**src/hw/rtl/npcm_pkg.sv**
```systemverilog
// Shared types, constants and the channel quantization table for the
// nearest palette color mapper. No dependencies.
package npcm_pkg;

    // Default palette depth handed to the top level.
    localparam int PAL_ENTRIES_DEF = 256;

    // Fixed field widths.
    localparam int CH_W      = 8;
    localparam int IDX_IN_W  = 8;
    localparam int PIX_W     = 15;
    localparam int IN_DATA_W = 32;
    localparam int OUT_DATA_W = 16;
    localparam int DIST_W    = 18;
    localparam int SQ_W      = 16;
    localparam int CFG_IDX_W = 1;
    localparam int CFG_DATA_W = 1;

    // The running best distance starts above any reachable distance.
    localparam logic [DIST_W-1:0] DIST_START = 18'h30001;

    // Item kinds carried on tuser.
    localparam logic KIND_LOAD  = 1'b0;
    localparam logic KIND_QUERY = 1'b1;

    // Configuration register indexes.
    localparam logic [CFG_IDX_W-1:0] CFG_DIRECT = 1'b0;
    localparam logic [CFG_IDX_W-1:0] CFG_QUANT  = 1'b1;

    // Commands from the controller to the datapath.
    typedef struct packed {
        logic clear_wr;    // write black at the sweep address
        logic load_wr;     // write the accepted load item into the palette
        logic capture;     // latch the accepted query color, restart the search
        logic rd_en;       // read the palette at the sweep address
        logic result_load; // move the finished result into the output register
    } t_npcm_cmd;

    // Status from the datapath to the controller.
    typedef struct packed {
        logic direct_mode;   // direct 5:5:5 packing is selected
        logic search_busy;   // distance pipeline still holds entries
    } t_npcm_sts;

    // Top 3 bits of a channel expanded as q*255/7 with integer division.
    function automatic logic [CH_W-1:0] quantize_channel(input logic [CH_W-1:0] v);
        logic [CH_W-1:0] q;
        case (v[CH_W-1 -: 3])
            3'd0:    q = 8'd0;
            3'd1:    q = 8'd36;
            3'd2:    q = 8'd72;
            3'd3:    q = 8'd109;
            3'd4:    q = 8'd145;
            3'd5:    q = 8'd182;
            3'd6:    q = 8'd218;
            3'd7:    q = 8'd255;
            default: q = 8'd0;
        endcase
        return q;
    endfunction

endpackage

```
**src/hw/rtl/npcm_ctrl.sv**
```systemverilog
// Controller state machine of the nearest palette color mapper.
// Sequences the clear sweep, loads, the palette search and result hand-off.
// Depends on npcm_pkg.
module npcm_ctrl
    import npcm_pkg::*;
#(
    parameter int PALETTE_ENTRIES = PAL_ENTRIES_DEF,
    localparam int IDX_W = $clog2(PALETTE_ENTRIES)
) (
    input  logic             i_clk,
    input  logic             i_rst_n,
    input  logic             i_in_valid,
    input  logic             i_in_kind,
    output logic             o_in_ready,
    output logic             o_out_valid,
    input  logic             i_out_ready,
    input  t_npcm_sts        i_sts,
    output t_npcm_cmd        o_cmd,
    output logic [IDX_W-1:0] o_addr
);

    typedef enum logic [1:0] {
        ST_CLEAR,
        ST_IDLE,
        ST_SEARCH,
        ST_DRAIN
    } t_state;

    localparam logic [IDX_W-1:0] LAST_ADDR = IDX_W'(PALETTE_ENTRIES - 1);

    t_state           r_state;
    logic [IDX_W-1:0] r_cnt;
    logic             r_out_vld;

    logic in_acc;
    logic out_free;

    assign in_acc   = i_in_valid && (r_state == ST_IDLE);
    assign out_free = !r_out_vld || i_out_ready;

    always_comb begin
        o_cmd             = '0;
        o_cmd.clear_wr    = (r_state == ST_CLEAR);
        o_cmd.rd_en       = (r_state == ST_SEARCH);
        o_cmd.load_wr     = in_acc && (i_in_kind == KIND_LOAD);
        o_cmd.capture     = in_acc && (i_in_kind == KIND_QUERY);
        o_cmd.result_load = (r_state == ST_DRAIN) && !i_sts.search_busy && out_free;
    end

    assign o_addr      = r_cnt;
    assign o_in_ready  = (r_state == ST_IDLE);
    assign o_out_valid = r_out_vld;

    always_ff @(posedge i_clk) begin
        if (!i_rst_n) begin
            r_state   <= ST_CLEAR;
            r_cnt     <= '0;
            r_out_vld <= 1'b0;
        end else begin
            if (o_cmd.result_load) begin
                r_out_vld <= 1'b1;
            end else if (i_out_ready) begin
                r_out_vld <= 1'b0;
            end

            case (r_state)
                ST_CLEAR: begin
                    if (r_cnt == LAST_ADDR) begin
                        r_cnt   <= '0;
                        r_state <= ST_IDLE;
                    end else begin
                        r_cnt <= r_cnt + 1'b1;
                    end
                end
                ST_IDLE: begin
                    if (o_cmd.capture) begin
                        r_cnt   <= '0;
                        r_state <= i_sts.direct_mode ? ST_DRAIN : ST_SEARCH;
                    end
                end
                ST_SEARCH: begin
                    if (r_cnt == LAST_ADDR) begin
                        r_cnt   <= '0;
                        r_state <= ST_DRAIN;
                    end else begin
                        r_cnt <= r_cnt + 1'b1;
                    end
                end
                ST_DRAIN: begin
                    if (o_cmd.result_load) begin
                        r_state <= ST_IDLE;
                    end
                end
                default: begin
                    r_state <= ST_IDLE;
                end
            endcase
        end
    end

    // A new result must never overwrite one that is still waiting downstream.
    a_no_overwrite: assert property (@(posedge i_clk) disable iff (!i_rst_n)
        o_cmd.result_load |-> (!r_out_vld || i_out_ready))
        else $error("result loaded over a pending output transaction");

    // An output transaction only appears right after the drain state hands off.
    a_valid_from_drain: assert property (@(posedge i_clk) disable iff (!i_rst_n)
        $rose(r_out_vld) |-> $past(r_state == ST_DRAIN))
        else $error("output valid raised outside the drain hand-off");

    // The sweep counter never runs past the last palette address.
    a_cnt_in_range: assert property (@(posedge i_clk) disable iff (!i_rst_n)
        r_cnt <= LAST_ADDR)
        else $error("sweep counter beyond the last palette address");

endmodule

```
**config.mk**
```make
export PLATFORM = sky130hd
export DESIGN_NAME = npcm_ctrl
export DESIGN_NICKNAME = d
export VERILOG_FILES = /design/src/hw/rtl/npcm_pkg.sv /design/src/hw/rtl/npcm_ctrl.sv
export SDC_FILE = /design/constraint.sdc
export NUM_CORES = 1
export LEC_CHECK = 0
export BUFFER_PORTS_ARGS = -buffer_cell sky130_fd_sc_hd__buf_2
export CAP_MARGIN = 20
export CORE_AREA = 3 3 45 47
export DETAILED_ROUTE_END_ITERATION = 12
export DIE_AREA = 0 0 48 50
export PLACE_DENSITY_LB_ADDON = 0.15
export SYNTH_ARGS = -nofsm -noshare
export SYNTH_HDL_FRONTEND = slang
export SYNTH_SLANG_ARGS = --single-unit
```
**constraint.sdc**
```tcl
create_clock -name i_clk -period 1.5 [get_ports i_clk]
set_input_delay 0.075 -clock i_clk [delete_from_list [all_inputs] [get_ports i_clk]]
set_output_delay 0.075 -clock i_clk [all_outputs]
set_load 0.02 [all_outputs]
```
[Yosys cells after proc, flatten, opt, wreduce, memory -nomap -nowiden]
Index checks and enable logic that the tools add are counted.
Storage, ports and cells
  input bits: 7
  logic and storage cells: 38
  bits in registers: 11
Cells by class
  $add $sub $neg: 1
  bitwise gates (word level): 1
  mux-type cells: 11
  equality and inequality tests: 8
  reductions and logical operators: 14
Operator list (count)
  $mux 8: 2
  $pmux 8 s2: 1
  $add 8x1->8 const B: 1
  $eq 8x8->1 const B: 1
  $mux 2: 4
  $pmux 2 s4: 1
  $ne 2x1->1 const B: 3
  $logic_and 1x1->1: 5
  $eq 2x2->1 const B: 2
  $reduce_and 4->1: 1
  $reduce_bool 2->1: 2
  $mux 1: 3
  $eq 2x1->1 const B: 1
  $logic_not 1->1: 2
  $logic_not 2->1: 1
  $ne 2x2->1 const B: 1
  $reduce_and 2->1: 1
  $reduce_or 2->1: 1
  $logic_or 1x1->1: 1
  $not 1->1: 1

[Depth between registers and ports, before layout]
Gate-level depths: netlist of run 1.
  word-level depth: 5
  gate-level depth with buffers: 6

[Worst setup path before layout of run 1]
OpenSTA, ideal clock, no wires.
  kind: register -> register
  start: register r_state[1]
  end: register r_cnt[0], in the netlist o_addr[0]
  setup slack: -0.089 ns
  arrival time: 1.468 ns
  library setup time: 0.121 ns
  cell stages (with the launch flop): 7
  buffers on the path: 0
  required time: 1.379 ns
  clock period less this slack: 1.589 ns
  path through: dfxtp_1 -> inv_1 -> ha_1 -> o21bai_2 -> and2_1 -> o21ai_2 -> nor2_1
Between the ends
  cells in the longest elaborated chain, start to end: 5
Ends and longest elaborated chain
  start, declared: RTL line npcm_ctrl.sv:31  | t_state r_state;
  start signal, assigned: RTL line npcm_ctrl.sv:78  | r_state <= i_sts.direct_mode ? ST_DRAIN : ST_SEARCH;
  $eq 2x1->1 (*)
  via o_in_ready: RTL line npcm_ctrl.sv:14  | output logic o_in_ready,
  $logic_and 1x1->1: RTL line npcm_ctrl.sv:38  | assign in_acc = i_in_valid && (r_state == ST_IDLE);
  $logic_and 1x1->1: RTL line npcm_ctrl.sv:46  | o_cmd.capture = in_acc && (i_in_kind == KIND_QUERY);
  $ne 2x1->1 (no source line)
  $reduce_and 2->1 (no source line)
  end signal, assigned: RTL line npcm_ctrl.sv:72  | r_cnt <= r_cnt + 1'b1;
  end signal, assigned: RTL line npcm_ctrl.sv:86  | r_cnt <= r_cnt + 1'b1;
  end, declared: RTL line npcm_ctrl.sv:32  | logic [IDX_W-1:0] r_cnt;
Mark *: on every way through the listed nets, which the timed path passes. The rest lies on a longest branch.
A chain may end at the register's enable or synchronous reset.

[Final worst setup path of run 1]
  start: register r_state[1]
  end: register r_cnt[6], in the netlist o_addr[6]
Between the ends
  cells in the longest elaborated chain, start to end: 5
Ends and longest elaborated chain (RTL line)
  $eq 2x1->1: npcm_ctrl.sv:38, npcm_ctrl.sv:66
  $logic_and 1x1->1: npcm_ctrl.sv:38
  $logic_and 1x1->1: npcm_ctrl.sv:46
  $ne 2x1->1 (no source line)
  $reduce_and 2->1 (no source line)
Parallel ways exist; a longest one is shown, timed or not.

==> qor.txt, run 1 <==
status: finished, final reports clean
synthesized area: 663.1 µm²
XOR/XNOR share of the synthesized area: 7.925%
element type at the critical path start: register
startpoint-to-endpoint class of the critical path: reg -> reg
I/O Buffers: 21
largest stage delay on the critical path: 0.32 ns
post-layout worst setup margin: 0.03220 ns
Worst IR Drop VDD: 0.8517 mV
Synth cell types: 26
count of nets left with antenna violations after detail routing: 0
category of the worst setup path capture point: register
Hold WS: 0.1407 ns
total of endpoints with negative setup slack in the final report: 0
DIE WIDTH: 48 µm
Yosys warning total: 0
Async S/R FF share, synth: 0%
total routed wirelength: 1.485 mm
cell count after synthesis: 75
power density relative to cell area: 1324 mW/mm²
switching share of power: 39.35%
internal power contribution: 0.0007655 W
number of primary I/O pins: 22
depth of the CTS H-tree: 1
clock slew at the register clock pins of the worst setup and hold paths: 0.07 ns
die outline area: 0.002400 mm²
Post-Synth Simple-Gate Area: 28.68%
final weighted congestion in routability-driven placement: 0.8329
Post-route DRC: 0
wire length of the first global-routing pass: 2.228 mm
CTS tree: done
chain of cells forming the critical path: inv_1 -> ha_2 -> o21bai_2 -> buf_12 -> a211oi_4 -> xnor2_1 -> nor2_1
CP required: 1.66 ns
R2R cell count: 7
Worst Setup SP: r_state[1]
Hold Buf Count CTS: 0
Setup Total Neg Slack: 0 ns
Slew Limit Headroom: 78.40%
clock network fraction of total power: 15.8%
number of antenna violations at the first check in global routing: 0
Primary FF master, synth: sky130_fd_sc_hd__dfxtp_1
core area: 0.001689 mm²
reg-to-reg slack, setup: 0.03 ns
Leakage: 0.4314 nW
total congestion overflow: 0
total net switching power: 0.0004966 W
number of DRC violations after detailed-routing iteration 0: 17
setup repair after global routing missed its margin: yes
worst hold-check path type: in -> reg
multiplexer fraction of the synthesized cell area: 3.019%
area overhead of the layout relative to synthesis: 43.77%
number of flip-flops and latches in the synthesized netlist: 11
max_cap viols: 0
final net count: 124
detailed-route wire length per cell: 11.60 µm
CP Capture Point: o_addr[6]
standard cell with the maximum stage delay on the critical path: sky130_fd_sc_hd__dfxtp_2
share of power burned in registers: 29.8%
Post-Syn Nets: 87
number of rows in the core area: 15
sequential fraction of the synthesis area: 33.21%
data arrival time of the critical path: 1.63 ns
Inserted Clock Buffers: 3
vias in the first global route: 537
Tot GR Track Use: 13.26%
vias after detailed routing: 619
largest family of logic cells by synthesized area: simple AND/OR/NAND/NOR gates
post-layout min period: 1.468 ns
buffers from clock root to sink, at most: 2
total count of max-transition violations in the final report: 0
slew at the pin with the worst max-slew slack: 0.3206 ns
R2R Path End: o_addr[6]
Starting Density: 39.26%
Avg Synthesized Cell Area: 8.842 µm²
Clock Sink Count: 11
fraction of layout instances using a drive strength above 1: 44.14%
Root Driver: sky130_fd_sc_hd__clkbuf_4
final hold viol count: 0
source-to-sink clock delay at the later pin of the worst-skew pair: 0.27 ns
DR vias/cell: 4.836
final setup skew: 0.001802 ns
maximum number of pins on one net before global-route repair: 10
max frequency: 681.3 MHz
post-DP HPWL: 1.172 mm
fraction of the mapped netlist area in compound gates: 16.04%
pre-CTS setup slack: -0.05334 ns
final critical-path share of the clock period: 97.85%
Chip Height: 50 µm
largest fanout on the critical path: 6
Inserted Diodes: 0
number of search-and-repair iterations in the first detailed-routing pass: 4
combinational cell fraction of total power: 54.4%
Reg-to-Reg Start: r_state[1]
number of enable-type register cells in the synthesized netlist: 0
adder-cell area share of the yosys netlist: 9.434%
[power groups by stage]
stage | Clock, W | Sequential (W) | Combinational [W]
2_1_floorplan | 0 | 0.000410 | 0.000350
3_3_place_gp | 0 | 0.000380 | 0.000617
3_5_place_dp | 0 | 0.000383 | 0.000616
4_1_cts | 0.000214 | 0.000377 | 0.000642
5_1_grt | 0.000225 | 0.000379 | 0.000745
6_report | 0.000199 | 0.000376 | 0.000687
[synth_stat cells, drive strengths merged, types with 3 or more instances]
cell type,count,area (µm²)
nor2b,3,18.77
a211oi,3,37.54
xnor2,6,52.55
dfxtp,11,220.2
nor2,8,30.03
nand3,5,30.03
nand2,10,37.54
inv,3,11.26
ha,5,62.56
o21ai,4,23.77
[stage by stage]
stage / power (W) / utilization, % / area (µm²) / cells
finish: 0.001262 / 56.44 / 953.4 / 128
global route: 0.001349 / 56.44 / 953.4 / 128
CTS: 0.001233 / 54.59 / 922.1 / 127
detailed placement: 0.0009992 / 52.37 / 884.6 / 123
global placement: 0.0009980 / 52.37 / 884.6 / 123
floorplan: 0.0007605 / - / 670.6 / 75
[final cells by class]
cell class / count / area (µm²)
fill: 161 / 735.7
multi-input combinational: 61 / 471.7
sequential: 11 / 222.7
timing repair buffer: 32 / 200.2
clock buffer: 4 / 26.28
tap: 17 / 21.27
inverter: 3 / 11.26
[metal layers]
| layer | global-route usage [%] | part of all wire [%] | vias to the layer above |
|---|---|---|---|
| met5 | 0 | 0 | - |
| met1 | 17.40 | 47 | 274 |
| met2 | 18.06 | 46 | 14 |
| li1 | - | - | 327 |
| met4 | 6.726 | 1.8 | 0 |
| met3 | 5.474 | 5.3 | 4 |
[critical path: cells and delay by family (launching register included)]
kind	cells	cell delay (ns)
XOR/XNOR	1	0.15
AO/OA/AOI/OAI	2	0.43
AND/OR/NAND/NOR	1	0.06
buffers and inverters	2	0.20
flip-flops	1	0.32
adder cells (fa/ha/maj)	1	0.19
[placed cells by master (no fill, tap or decap), types with 2 or more instances in the layout]
| cell type | synthesis | final |
|---|---|---|
| sky130_fd_sc_hd__clkbuf_4 | 0 | 3 |
| sky130_fd_sc_hd__dfxtp_1 | 11 | 9 |
| sky130_fd_sc_hd__buf_4 | 0 | 10 |
| sky130_fd_sc_hd__ha_1 | 5 | 2 |
| sky130_fd_sc_hd__xnor2_1 | 6 | 6 |
| sky130_fd_sc_hd__a211oi_4 | 0 | 2 |
| sky130_fd_sc_hd__nor2b_1 | 3 | 3 |
| sky130_fd_sc_hd__nor2_1 | 8 | 8 |
| sky130_fd_sc_hd__nand2b_1 | 2 | 2 |
| sky130_fd_sc_hd__nand2_1 | 10 | 10 |
| sky130_fd_sc_hd__mux2i_1 | 2 | 2 |
| sky130_fd_sc_hd__a21oi_1 | 2 | 2 |
| sky130_fd_sc_hd__o21ai_0 | 2 | 2 |
| sky130_fd_sc_hd__nand3_1 | 4 | 4 |
| sky130_fd_sc_hd__and2_1 | 2 | 2 |
| sky130_fd_sc_hd__buf_2 | 0 | 21 |
| sky130_fd_sc_hd__inv_1 | 3 | 3 |
| sky130_fd_sc_hd__ha_2 | 0 | 3 |
| sky130_fd_sc_hd__dfxtp_2 | 0 | 2 |
[kinds of logic after synthesis]
| group | count (synthesis) |
|---|---|
| flops | 11 |
| simple gates | 35 |
| xor+xnor | 6 |
| mux | 2 |
| compound gates | 13 |
| fa+ha+maj | 5 |
| buf+inv | 3 |
[state kept, by name, summed over array words and instances (netlist names)]
signal and count:
o_addr 8, r_state 2, o_out_valid 1
[how the worst min path moves through the flow]
stage / from / end / slack, ns / depth (start not counted)
CTS: i_rst_n / o_addr[6] / 0.13 / 3
detailed placement: i_rst_n / o_addr[6] / 0.41 / 3
global route: i_rst_n / o_addr[6] / 0.14 / 3
global placement: i_rst_n / o_addr[6] / 0.41 / 3
floorplan: i_rst_n / o_out_valid / 0.20 / 1
finish: i_rst_n / o_addr[6] / 0.14 / 3
[timing repair]
item,4_1_cts,5_1_grt
setup endpoints to repair,7,5
pin swaps,0,3
gates resized for setup,3,4
setup buffers,0,1
gates cloned,0,0
Power figures use the tool's default switching activity.
==> run 2, diff against run 1 <==
CORE_AREA = 3 3 44 46   (was 3 3 45 47)
DIE_AREA = 0 0 47 49   (was 0 0 48 50)
RECOVER_POWER = 100   (was not set)
==> run 2 against run 1 <==
  * Register-to-register slack hardly changed
  * Sequential share of layout area is 0.39 points higher
  * Routed wire length is 0.94% lower
  * Utilization is 5.1 points higher
  * Power is 4.0% lower
  * Hold slack better by 0.0054 ns
  * Critical path depth is 1 lower
  * Largest cell class unchanged
  * Largest power group unchanged
==> qor.txt, run 2 (synthesis results as in run 1) <==
Finished Core Util: 61.53%
worst hold-check path type: in -> reg
total power after layout: 0.001211 W
source-to-sink clock delay at the later pin of the worst-skew pair: 0.26 ns
Hold Buf Count CTS: 0
final cell count without fillers: 125
data arrival time of the critical path: 1.62 ns
buffers from clock root to sink, at most: 2
final critical-path share of the clock period: 97.48%
wire length of the first global-routing pass: 2.470 mm
most common cell after layout, fill and taps aside: sky130_fd_sc_hd__buf_2
DIE WIDTH: 47 µm
total count of max-transition violations in the final report: 0
largest fanout on the critical path: 5
die outline area: 0.002303 mm²
Chip Height: 49 µm
Hold WS: 0.1461 ns
vias after detailed routing: 624
maximum number of pins on one net before global-route repair: 10
element type at the critical path start: register
Reg-to-Reg Start: r_state[1]
detailed-route wire length per cell: 11.77 µm
number of search-and-repair iterations in the first detailed-routing pass: 4
I/O Buffers: 21
combinational cell fraction of total power: 51.2%
count of nets left with antenna violations after detail routing: 0
final weighted congestion in routability-driven placement: 0.7614
Slew Limit Headroom: 74.64%
Starting Density: 43.02%
total of endpoints with negative setup slack in the final report: 0
total congestion overflow: 0
Post-route DRC: 0
max_cap viols: 0
switching share of power: 40.00%
reg-to-reg slack, setup: 0.04 ns
total net switching power: 0.0004846 W
max frequency: 683.9 MHz
share of power burned in registers: 32.4%
post-DP HPWL: 1.151 mm
status: finished, final reports clean
Inserted Diodes: 0
total routed wirelength: 1.471 mm
Root Driver: sky130_fd_sc_hd__clkbuf_4
most frequent cells in the layout: sky130_fd_sc_hd__buf_2 (12), sky130_fd_sc_hd__nand2_1 (10), sky130_fd_sc_hd__clkbuf_1 (10)
setup repair after global routing missed its margin: yes
instance count after placement with tap cells included: 120
fraction of layout instances using a drive strength above 1: 35.78%
Worst Hold Path Cells: 3
CTS tree: done
number of antenna violations at the first check in global routing: 0
area overhead of the layout relative to synthesis: 43.02%
Hold Path Sink: r_state[0]
clock slew at the register clock pins of the worst setup and hold paths: 0.07 ns
Clock Sink Count: 11
Tot GR Track Use: 14.38%
number of rows in the core area: 14
final hold viol count: 0
Inserted Clock Buffers: 3
depth of the CTS H-tree: 1
power density relative to cell area: 1277 mW/mm²
final net count: 122
vias in the first global route: 554
number of primary I/O pins: 22
CP required: 1.65 ns
R2R Path End: r_state[1]
startpoint-to-endpoint class of the critical path: reg -> reg
final setup skew: 0.001043 ns
internal power contribution: 0.0007268 W
post-layout min period: 1.462 ns
Leakage: 0.3898 nW
clock network fraction of total power: 16.4%
R2R cell count: 6
slew at the pin with the worst max-slew slack: 0.3764 ns
hold path startpoint: i_rst_n
category of the worst setup path capture point: register
Worst IR Drop VDD: 0.8402 mV
max reg flops: 8
number of DRC violations after detailed-routing iteration 0: 9
DR vias/cell: 4.992
core area: 0.001541 mm²
[run 2: cell types whose count changed in the layout (fill, tap and decap cells not counted), sizes merged]
cell    before  now
buf         32   21
clkbuf       4   13
[run 2: routing by layer]
layer	global-route usage (%)	part of all wire, %	vias up
li1	-	-	331
met1	20.13	47	274
met2	20.14	46	19
met3	5.535	7.3	0
met4	4.147	0	0
met5	0	0	-
[run 2: layout make-up]
type | instances | area, µm²
Fill cell | 145 | 593.1
Multi-Input combinational cell | 61 | 489.2
Sequential cell | 11 | 225.2
Timing Repair Buffer | 30 | 173.9
Clock buffer | 4 | 26.28
Tap cell | 16 | 20.02
Inverter | 3 | 13.76
[run 2: power by group through the flow]
stage               sequential, W  combinational (W)  clock (W)
finish                   0.000393           0.000620   0.000199
detailed placement       0.000385           0.000535          0
global placement         0.000384           0.000534          0
floorplan                0.000410           0.000350          0
global route             0.000405           0.000683   0.000235
CTS                      0.000380           0.000567   0.000208
[run 2: worst max path at each step]
stage	start	endpoint	cells past startpoint
floorplan	r_state[1]	o_addr[0]	6
global placement	r_state[0]	r_state[0]	6
detailed placement	r_state[0]	o_addr[4]	6
CTS	r_state[0]	o_addr[4]	6
global route	r_state[1]	o_addr[6]	7
finish	r_state[1]	r_state[1]	6
[run 2: through the flow]
step	instance area (µm²)	TNS, ns	worst slack [ns]
6_report	948.4	0	0.03773
5_1_grt	948.4	-0.08952	-0.02937
4_1_cts	888.4	0	0.002212
3_5_place_dp	855.8	-0.2690	-0.04665
3_3_place_gp	855.8	-0.2227	-0.03377
2_1_floorplan	670.6	0	0.001244
[run 2: critical path, stage by stage (launching register included)]
cell	delay, ns
sky130_fd_sc_hd__dfxtp_2	0.32
sky130_fd_sc_hd__buf_4	0.14
sky130_fd_sc_hd__ha_4	0.16
sky130_fd_sc_hd__or2_4	0.27
sky130_fd_sc_hd__o21a_1	0.15
sky130_fd_sc_hd__nand3b_4	0.18
sky130_fd_sc_hd__mux2i_1	0.13
[run 2: what timing repair did]
| action | in CTS | in global routing |
|---|---|---|
| endpoints found under the setup margin | 9 | 11 |
| setup buffers | 0 | 1 |
| gates resized for setup | 3 | 9 |
| pin swaps | 2 | 2 |
